<file path="src/rbc_pkg.sv">
package rbc_pkg;

  localparam int NUM_RES   = 6;
  localparam int CNT_W     = 64;
  localparam int CODE_W    = 3;
  localparam int SLOT_W    = $clog2(NUM_RES);
  localparam int CFG_IDX_W = 3;

  localparam logic [CNT_W-1:0] USAGE_MAX = '1;

  typedef enum logic [CODE_W-1:0] {
    RES_NONE       = 3'd0,
    RES_FUEL       = 3'd1,
    RES_CALL_DEPTH = 3'd2,
    RES_HEAP       = 3'd3,
    RES_AGGREGATE  = 3'd4,
    RES_GEN_DECL   = 3'd5,
    RES_DIAG       = 3'd6,
    RES_INVALID    = 3'd7
  } res_code_t;

  typedef enum logic {
    S_IDLE,
    S_CALC
  } state_t;

  typedef struct packed {
    logic              en;
    logic [SLOT_W-1:0] addr;
    logic [CNT_W-1:0]  data;
  } mem_wr_t;

  typedef struct packed {
    logic                 en;
    logic [CFG_IDX_W-1:0] index;
    logic [CNT_W-1:0]     data;
  } cfg_wr_t;

  // True for the six codes that own a counter
  function automatic logic is_budgeted(logic [CODE_W-1:0] code);
    return (code != RES_NONE) && (code != RES_INVALID);
  endfunction

  // Map a resource code to its counter slot; unbudgeted codes map to slot zero
  function automatic logic [SLOT_W-1:0] code_to_slot(logic [CODE_W-1:0] code);
    logic [CODE_W-1:0] dec;
    dec = code - CODE_W'(1);
    return is_budgeted(code) ? SLOT_W'(dec) : '0;
  endfunction

endpackage

</file>
<file path="src/rbc_usage_mem.sv">
module rbc_usage_mem (
  input  logic                          clk,
  input  logic                          rst_n,
  input  logic                          rd_en,
  input  logic [rbc_pkg::SLOT_W-1:0]    rd_addr,
  input  rbc_pkg::mem_wr_t              wr,
  output logic [rbc_pkg::CNT_W-1:0]     rd_data
);

  logic [rbc_pkg::CNT_W-1:0]   mem [rbc_pkg::NUM_RES];
  logic [rbc_pkg::NUM_RES-1:0] valid_r;
  logic [rbc_pkg::CNT_W-1:0]   rd_data_r;
  logic                        rd_valid_r;

  // Write port and registered read port
  always_ff @(posedge clk) begin
    if (wr.en) begin
      mem[wr.addr] <= wr.data;
    end
    if (rd_en) begin
      rd_data_r <= mem[rd_addr];
    end
  end

  // Track written entries; unwritten entries read as zero
  always_ff @(posedge clk) begin
    if (!rst_n) begin
      valid_r    <= '0;
      rd_valid_r <= 1'b0;
    end else begin
      if (wr.en) begin
        valid_r[wr.addr] <= 1'b1;
      end
      if (rd_en) begin
        rd_valid_r <= valid_r[rd_addr];
      end
    end
  end

  assign rd_data = rd_valid_r ? rd_data_r : '0;

endmodule

</file>
<file path="src/rbc_limit_bank.sv">
module rbc_limit_bank (
  input  logic                          clk,
  input  logic                          rst_n,
  input  rbc_pkg::cfg_wr_t              cfg_wr,
  input  logic [rbc_pkg::SLOT_W-1:0]    rd_slot,
  output logic [rbc_pkg::CNT_W-1:0]     rd_limit
);

  logic [rbc_pkg::CNT_W-1:0] lim_r [rbc_pkg::NUM_RES];

  // Take register writes; drop indexes beyond the last resource
  always_ff @(posedge clk) begin
    if (!rst_n) begin
      for (int i = 0; i < rbc_pkg::NUM_RES; i++) begin
        lim_r[i] <= '0;
      end
    end else if (cfg_wr.en &&
                 (cfg_wr.index < rbc_pkg::CFG_IDX_W'(rbc_pkg::NUM_RES))) begin
      lim_r[rbc_pkg::SLOT_W'(cfg_wr.index)] <= cfg_wr.data;
    end
  end

  // Select the limit of the active slot
  assign rd_limit = (rd_slot < rbc_pkg::SLOT_W'(rbc_pkg::NUM_RES)) ? lim_r[rd_slot] : '0;

endmodule

</file>
<file path="src/resource_budget_consume_top.sv">
// Flow: the request and the usage memory read are registered at the input transfer,
// then the compute state does the add, limit compare and write-back of the same entry
// and loads the output register once it is empty or draining; no new input is taken meanwhile.
// A waiting result does not block the next input transfer.
// Reset: synchronous active low; limits, exceed record and counter valid
// bits clear together, no clearing pass.
module resource_budget_consume_top (
  input  logic                             clk,
  input  logic                             rst_n,
  input  logic                             in_valid,
  output logic                             in_ready,
  input  logic [rbc_pkg::CODE_W-1:0]       in_resource,
  input  logic [rbc_pkg::CNT_W-1:0]        in_amount,
  output logic                             out_valid,
  input  logic                             out_ready,
  output logic                             out_granted,
  output logic [rbc_pkg::CNT_W-1:0]        out_new_usage,
  output logic [rbc_pkg::CODE_W-1:0]       out_exceeded_code,
  output logic [rbc_pkg::CNT_W-1:0]        out_exceeded_limit_value,
  output logic [rbc_pkg::CNT_W-1:0]        out_exceeded_request,
  input  logic                             cfg_we,
  input  logic [rbc_pkg::CFG_IDX_W-1:0]    cfg_index,
  input  logic [rbc_pkg::CNT_W-1:0]        cfg_wdata
);

  rbc_pkg::state_t state_r, state_nxt;

  logic                         in_xfer;
  logic                         load_w;
  logic                         exceed_w;
  logic                         budgeted_w;
  logic [rbc_pkg::SLOT_W-1:0]   slot_r;
  logic [rbc_pkg::CODE_W-1:0]   code_r;
  logic [rbc_pkg::CNT_W-1:0]    amount_r;
  logic [rbc_pkg::CNT_W-1:0]    used_w;
  logic [rbc_pkg::CNT_W-1:0]    lim_w;
  logic [rbc_pkg::CNT_W:0]      sum_w;
  logic [rbc_pkg::CNT_W-1:0]    wanted_w;
  logic [rbc_pkg::CNT_W-1:0]    shown_w;

  logic [rbc_pkg::CODE_W-1:0]   exc_code_r, exc_code_nxt;
  logic [rbc_pkg::CNT_W-1:0]    exc_limit_r, exc_limit_nxt;
  logic [rbc_pkg::CNT_W-1:0]    exc_req_r, exc_req_nxt;

  logic                         out_valid_r, out_valid_nxt;
  logic                         out_granted_r;
  logic [rbc_pkg::CNT_W-1:0]    out_new_usage_r;
  logic [rbc_pkg::CODE_W-1:0]   out_exc_code_r;
  logic [rbc_pkg::CNT_W-1:0]    out_exc_limit_r;
  logic [rbc_pkg::CNT_W-1:0]    out_exc_req_r;

  rbc_pkg::mem_wr_t mem_wr;
  rbc_pkg::cfg_wr_t cfg_wr;

  assign in_xfer = in_valid && in_ready;

  assign cfg_wr.en    = cfg_we;
  assign cfg_wr.index = cfg_index;
  assign cfg_wr.data  = cfg_wdata;

  rbc_usage_mem u_mem (
    .clk     (clk),
    .rst_n   (rst_n),
    .rd_en   (in_xfer),
    .rd_addr (rbc_pkg::code_to_slot(in_resource)),
    .wr      (mem_wr),
    .rd_data (used_w)
  );

  rbc_limit_bank u_lim (
    .clk      (clk),
    .rst_n    (rst_n),
    .cfg_wr   (cfg_wr),
    .rd_slot  (slot_r),
    .rd_limit (lim_w)
  );

  // Next state
  always_comb begin
    state_nxt = state_r;
    unique case (state_r)
      rbc_pkg::S_IDLE: if (in_xfer) state_nxt = rbc_pkg::S_CALC;
      rbc_pkg::S_CALC: if (load_w)  state_nxt = rbc_pkg::S_IDLE;
      default:         state_nxt = rbc_pkg::S_IDLE;
    endcase
  end

  // FSM outputs
  always_comb begin
    in_ready = 1'b0;
    load_w   = 1'b0;
    unique case (state_r)
      rbc_pkg::S_IDLE: in_ready = 1'b1;
      rbc_pkg::S_CALC: load_w   = !out_valid_r || out_ready;
      default: begin
        in_ready = 1'b0;
        load_w   = 1'b0;
      end
    endcase
  end

  always_ff @(posedge clk) begin
    if (!rst_n) begin
      state_r <= rbc_pkg::S_IDLE;
    end else begin
      state_r <= state_nxt;
    end
  end

  // Capture the request
  always_ff @(posedge clk) begin
    if (in_xfer) begin
      code_r   <= in_resource;
      slot_r   <= rbc_pkg::code_to_slot(in_resource);
      amount_r <= in_amount;
    end
  end

  // Add without wrap, compare against limit, saturate the request
  assign budgeted_w = rbc_pkg::is_budgeted(code_r);
  assign sum_w      = {1'b0, used_w} + {1'b0, amount_r};
  assign exceed_w   = sum_w > {1'b0, lim_w};
  assign wanted_w   = sum_w[rbc_pkg::CNT_W] ? rbc_pkg::USAGE_MAX : sum_w[rbc_pkg::CNT_W-1:0];
  assign shown_w    = !budgeted_w ? '0 : (exceed_w ? used_w : wanted_w);

  // Write back a granted counter
  assign mem_wr.en   = load_w && budgeted_w && !exceed_w;
  assign mem_wr.addr = slot_r;
  assign mem_wr.data = wanted_w;

  // Update the exceed record on a refused budgeted request
  always_comb begin
    exc_code_nxt  = exc_code_r;
    exc_limit_nxt = exc_limit_r;
    exc_req_nxt   = exc_req_r;
    if (budgeted_w && exceed_w) begin
      exc_code_nxt  = code_r;
      exc_limit_nxt = lim_w;
      exc_req_nxt   = wanted_w;
    end
  end

  always_ff @(posedge clk) begin
    if (!rst_n) begin
      exc_code_r  <= '0;
      exc_limit_r <= '0;
      exc_req_r   <= '0;
    end else if (load_w) begin
      exc_code_r  <= exc_code_nxt;
      exc_limit_r <= exc_limit_nxt;
      exc_req_r   <= exc_req_nxt;
    end
  end

  // Output register: hold until transfer
  assign out_valid_nxt = load_w ? 1'b1 : (out_ready ? 1'b0 : out_valid_r);

  always_ff @(posedge clk) begin
    if (!rst_n) begin
      out_valid_r <= 1'b0;
    end else begin
      out_valid_r <= out_valid_nxt;
    end
  end

  always_ff @(posedge clk) begin
    if (load_w) begin
      out_granted_r   <= budgeted_w && !exceed_w;
      out_new_usage_r <= shown_w;
      out_exc_code_r  <= exc_code_nxt;
      out_exc_limit_r <= exc_limit_nxt;
      out_exc_req_r   <= exc_req_nxt;
    end
  end

  assign out_valid                = out_valid_r;
  assign out_granted              = out_granted_r;
  assign out_new_usage            = out_new_usage_r;
  assign out_exceeded_code        = out_exc_code_r;
  assign out_exceeded_limit_value = out_exc_limit_r;
  assign out_exceeded_request     = out_exc_req_r;

  // A new result only comes out of the compute state
  a_rise_from_calc: assert property (@(posedge clk) disable iff (!rst_n)
    $rose(out_valid_r) |-> $past(state_r) == rbc_pkg::S_CALC)
    else $error("result appeared without a compute cycle");

  // No counter write-back while waiting for a request
  a_no_write_idle: assert property (@(posedge clk) disable iff (!rst_n)
    state_r == rbc_pkg::S_IDLE |-> !mem_wr.en)
    else $error("usage memory written while idle");

  // A grant leaves the exceed record alone
  a_grant_keeps_record: assert property (@(posedge clk) disable iff (!rst_n)
    (load_w && !exceed_w) |=> $stable(exc_code_r) && $stable(exc_limit_r)
                              && $stable(exc_req_r))
    else $error("exceed record changed on a grant");

  // A granted usage covers at least the amount just added
  a_grant_covers_amount: assert property (@(posedge clk) disable iff (!rst_n)
    (load_w && budgeted_w && !exceed_w) |=> out_new_usage_r >= $past(amount_r))
    else $error("granted usage below requested amount");

endmodule
</file>
<file path="config.mk">
export PLATFORM = sky130hd
export DESIGN_NAME = resource_budget_consume_top
export DESIGN_NICKNAME = d
export VERILOG_FILES = /design/src/rbc_pkg.sv /design/src/rbc_usage_mem.sv /design/src/rbc_limit_bank.sv /design/src/resource_budget_consume_top.sv
export SDC_FILE = /design/constraint.sdc
export NUM_CORES = 2
export LEC_CHECK = 0
export BUFFER_PORTS_ARGS = -buffer_cell sky130_fd_sc_hd__buf_2
export CAP_MARGIN = 20
export CORE_ASPECT_RATIO = 1.25
export CORE_MARGIN = 2
export CORE_UTILIZATION = 45
export DETAILED_ROUTE_END_ITERATION = 7
export SKIP_LAST_GASP = 1
export SLEW_MARGIN = 20
export SYNTH_ARGS = -nofsm -noshare
export SYNTH_HDL_FRONTEND = slang
export SYNTH_SLANG_ARGS = --single-unit
</file>
<file path="constraint.sdc">
create_clock -name clk -period 27.5 [get_ports clk]
set_input_delay 5.5 -clock clk [delete_from_list [all_inputs] [get_ports clk]]
set_output_delay 5.5 -clock clk [all_outputs]
set_load 0.01 [all_outputs]
</file>
==> flow_metrics.env <==
export IMPL_grt_overflow_total=0
export IMPL_clk_pin_slew_worst_paths_ps=60
export IMPL_synth_fa_ha_area_share_pct=2.80
export IMPL_die_w_um=329
export IMPL_first_iter_violations=3737
export IMPL_grt_max_degree=98
export IMPL_wl_per_cell_um=24.7
export IMPL_synthFlopType="edfxtp_1"
export IMPL_cp_max_fo=47
export IMPL_rows=148
export IMPL_fin_skew_ps=42.0
export IMPL_met1Wirelength_mm=68.0
export IMPL_num_vias=38000
export IMPL_timing_setup_tns_ps=0
export IMPL_dr_wl_met3_mm=10.7
export IMPL_power_density_nw_per_um2=79.3
export IMPL_synthSimpleGateAreaFrac_pct=9.53
export IMPL_antennaDiodeCount=0
export IMPL_fin_nets=5171
export IMPL_yosysWarnings=0
export IMPL_synth_area_um2=59200
export IMPL_syn_avg_cell_area_um2=13.1
export IMPL_setup_viol=0
export IMPL_ioPinCount=337
export IMPL_worstPathArrival_ps=9390
export IMPL_min_path_type="reg -> reg"
export IMPL_antenna_found_initial=5
export IMPL_max_vdd_ir_drop_mv=0.0575
export IMPL_cts_buffers=141
export IMPL_period_minus_slack_ps=9000
export IMPL_dr_max_layer_used="met5"
export IMPL_status="finished clean"
export IMPL_regArea_um2=39700
export IMPL_finalWirelength_mm=167
export IMPL_ys_types=84
export IMPL_regMostFlops="u_lim.lim_r"
export IMPL_r2r_slack_ps=18500
export IMPL_ys_ff_latch=1369
export IMPL_synthArstFlopShare_pct=0
export IMPL_core_area_um2=130000
export IMPL_cts_resized=0
export IMPL_crit_end="u_mem.mem[2][49]$_DFFE_PP_"
export IMPL_vias_per_cell=5.64
export IMPL_worstSetupStartpoint="u_mem.rd_valid_r$_SDFFE_PN0P_"
export IMPL_worstPathRequired_ps=27890
export IMPL_tightestPinTransition_ps=1120
export IMPL_cp_end_kind="register"
export IMPL_synth_area_leader_cell="edfxtp_1"
export IMPL_yosysSeqAreaShare_pct=67.0
export IMPL_hp_start="exc_limit_r[40]$_SDFFE_PN0P_"
export IMPL_largestRegisters="u_lim.lim_r: 512 flops, u_mem.mem: 384 flops"
export IMPL_slew_headroom_pct=25.5
export IMPL_fillers=11100
export IMPL_p_total_mw=5.37
export IMPL_synth_edf_count=1226
export IMPL_largest_reg_flops=512
export IMPL_synth_compound_area_share_pct=9.50
export IMPL_postCtsSetupBuffers=0
export IMPL_rsz0062_at_grt="no"
export IMPL_hold_violations=0
export IMPL_worstSetupPathType="reg -> reg"
export IMPL_drtAntennaViolNets=0
export IMPL_whs_ps=454
export IMPL_multi_input_area_um2=18400
export IMPL_routabilityCongestion=0.914
export IMPL_synthMuxAreaShare_pct=7.36
export IMPL_clk_latency_ps=800
export IMPL_io_buffers=336
export IMPL_ys_top_cells_by_count="edfxtp_1, nand2_1, nor2_1"
export IMPL_utilization_pct=52.0
export IMPL_crit_reg2reg_launch="u_mem.rd_valid_r$_SDFFE_PN0P_"
export IMPL_syn_inst=4509
export IMPL_clock_path_buffers=3
export IMPL_drtPass1Iterations=6
export IMPL_r2r_end="u_mem.mem[2][49]$_DFFE_PP_"
export IMPL_final_max_slew_viol_count=0
export IMPL_dieHeight_um=410
export IMPL_clock_sinks=1369
export IMPL_initial_core_util_pct=45.4
export IMPL_grt_total_usage_pct=24.5
export IMPL_root_buffer="clkbuf_16"
export IMPL_synth_area_leaders="edfxtp_1, mux4_2, dfxtp_1"
export IMPL_ff2ff_path_depth=22
export IMPL_cap_viol_max_count=0
export IMPL_synth_top_family_by_area="simple AND/OR/NAND/NOR gates"
export IMPL_first_global_vias=37400
export IMPL_htreeDepth=4
export IMPL_synth_xor_xnor_area_share_pct=0.870
export IMPL_die_area_um2=135000
export IMPL_synthToLayoutAreaGrowth_pct=14.4
export IMPL_met2_wirelength_mm=82.1
export IMPL_synth_most_common_cell="edfxtp_1"
export IMPL_timing_fmax_mhz=111
export IMPL_holdBufCountCts=0
export IMPL_p_leak_nw=24.5
export IMPL_drcViolationCount=0
export IMPL_cts_tree="done"
export IMPL_drive_above_1_share_pct=17.8
export IMPL_grt_pass1_wl_mm=242
export IMPL_cp_start_kind="register"
export IMPL_fin_crit_sh_pct=32.7
export IMPL_synth_top_area_share_pct=62.1
export IMPL_hpwl_mm=107
==> cell families after synthesis <==
kind of cell	count (synthesis)
multiplexers	267
XOR/XNOR	58
adder cells (fa/ha/maj)	132
other	1
AO/OA/AOI/OAI	912
buffers and inverters	431
flip-flops	1369
AND/OR/NAND/NOR	1339
==> critical path: stages, from the launching register on <==
cell      delay [ps]
dfxtp_2          810
and2_1           310
ha_1             230
o21ai_0          160
a211oi_1         340
a211oi_1         180
or4b_1           590
a211oi_1         810
or2_2            290
a31oi_1          130
xnor2_1          640
ha_1             380
a21o_1           160
a221oi_1         260
o21ai_0          120
a31oi_1          400
a21oi_2          160
a31oi_4          330
nand2_4          340
buf_4            440
nor3_4           240
buf_4            330
buf_4            760
==> final cells by class <==
type / count / share of cell area [%]
inverters: 152 / 0.853
clock buffers: 185 / 5.74
repair buffers: 400 / 3.23
flip-flops and latches: 1369 / 58.6
clock inverters: 76 / 1.19
multi-input cells: 2836 / 27.2
well taps: 1725 / 3.19
==> worst min-delay path by stage <==
stage	cells past startpoint	slack (ps)	to
2_1_floorplan	2	440	exc_code_r[1]$_SDFFE_PN0P_
3_3_place_gp	2	440	exc_limit_r[40]$_SDFFE_PN0P_
3_5_place_dp	2	450	exc_limit_r[58]$_SDFFE_PN0P_
4_1_cts	2	460	exc_limit_r[58]$_SDFFE_PN0P_
5_1_grt	2	470	exc_limit_r[15]$_SDFFE_PN0P_
6_report	2	450	exc_limit_r[40]$_SDFFE_PN0P_
==> stage by stage <==
stage | area (um2) | std cells | setup WS (ps)
after global placement | 63000 | 6481 | 17860
after detailed placement | 63000 | 6482 | 17960
final | 67700 | 6743 | 18500
after CTS | 67700 | 6743 | 18590
after floorplan | 59700 | 4636 | 7620
after global routing | 67700 | 6743 | 18170
==> metal layers <==
layer  global-route usage (%)  vias up
met4                     9.50        4
met5                        0        -
met1                     32.6    19000
li1                         -    17300
met2                     40.7     1403
met3                     3.40      245
==> power breakdown <==
part / internal, mW / switching, mW / total [mW]
clock network: 1.12 / 0.815 / 1.93
registers: 2.47 / 0.0703 / 2.54
logic: 0.282 / 0.620 / 0.902
total: 3.87 / 1.51 / 5.37
==> cell usage in the layout, fill, tap and decap left out, types with 42 or more instances in the layout <==
cell / instances
edfxtp_1: 1226
nand2_1: 577
nor2_1: 476
buf_2: 335
o21ai_0: 313
a21oi_1: 244
inv_1: 150
clkbuf_16: 144
dfxtp_1: 139
ha_1: 131
mux4_2: 128
conb_1: 128
nand3_1: 84
mux2_2: 70
mux2i_1: 69
o221ai_1: 67
o22ai_1: 66
and2_1: 66
buf_4: 63
a21o_1: 42
(Power assumes the default switching activity.)
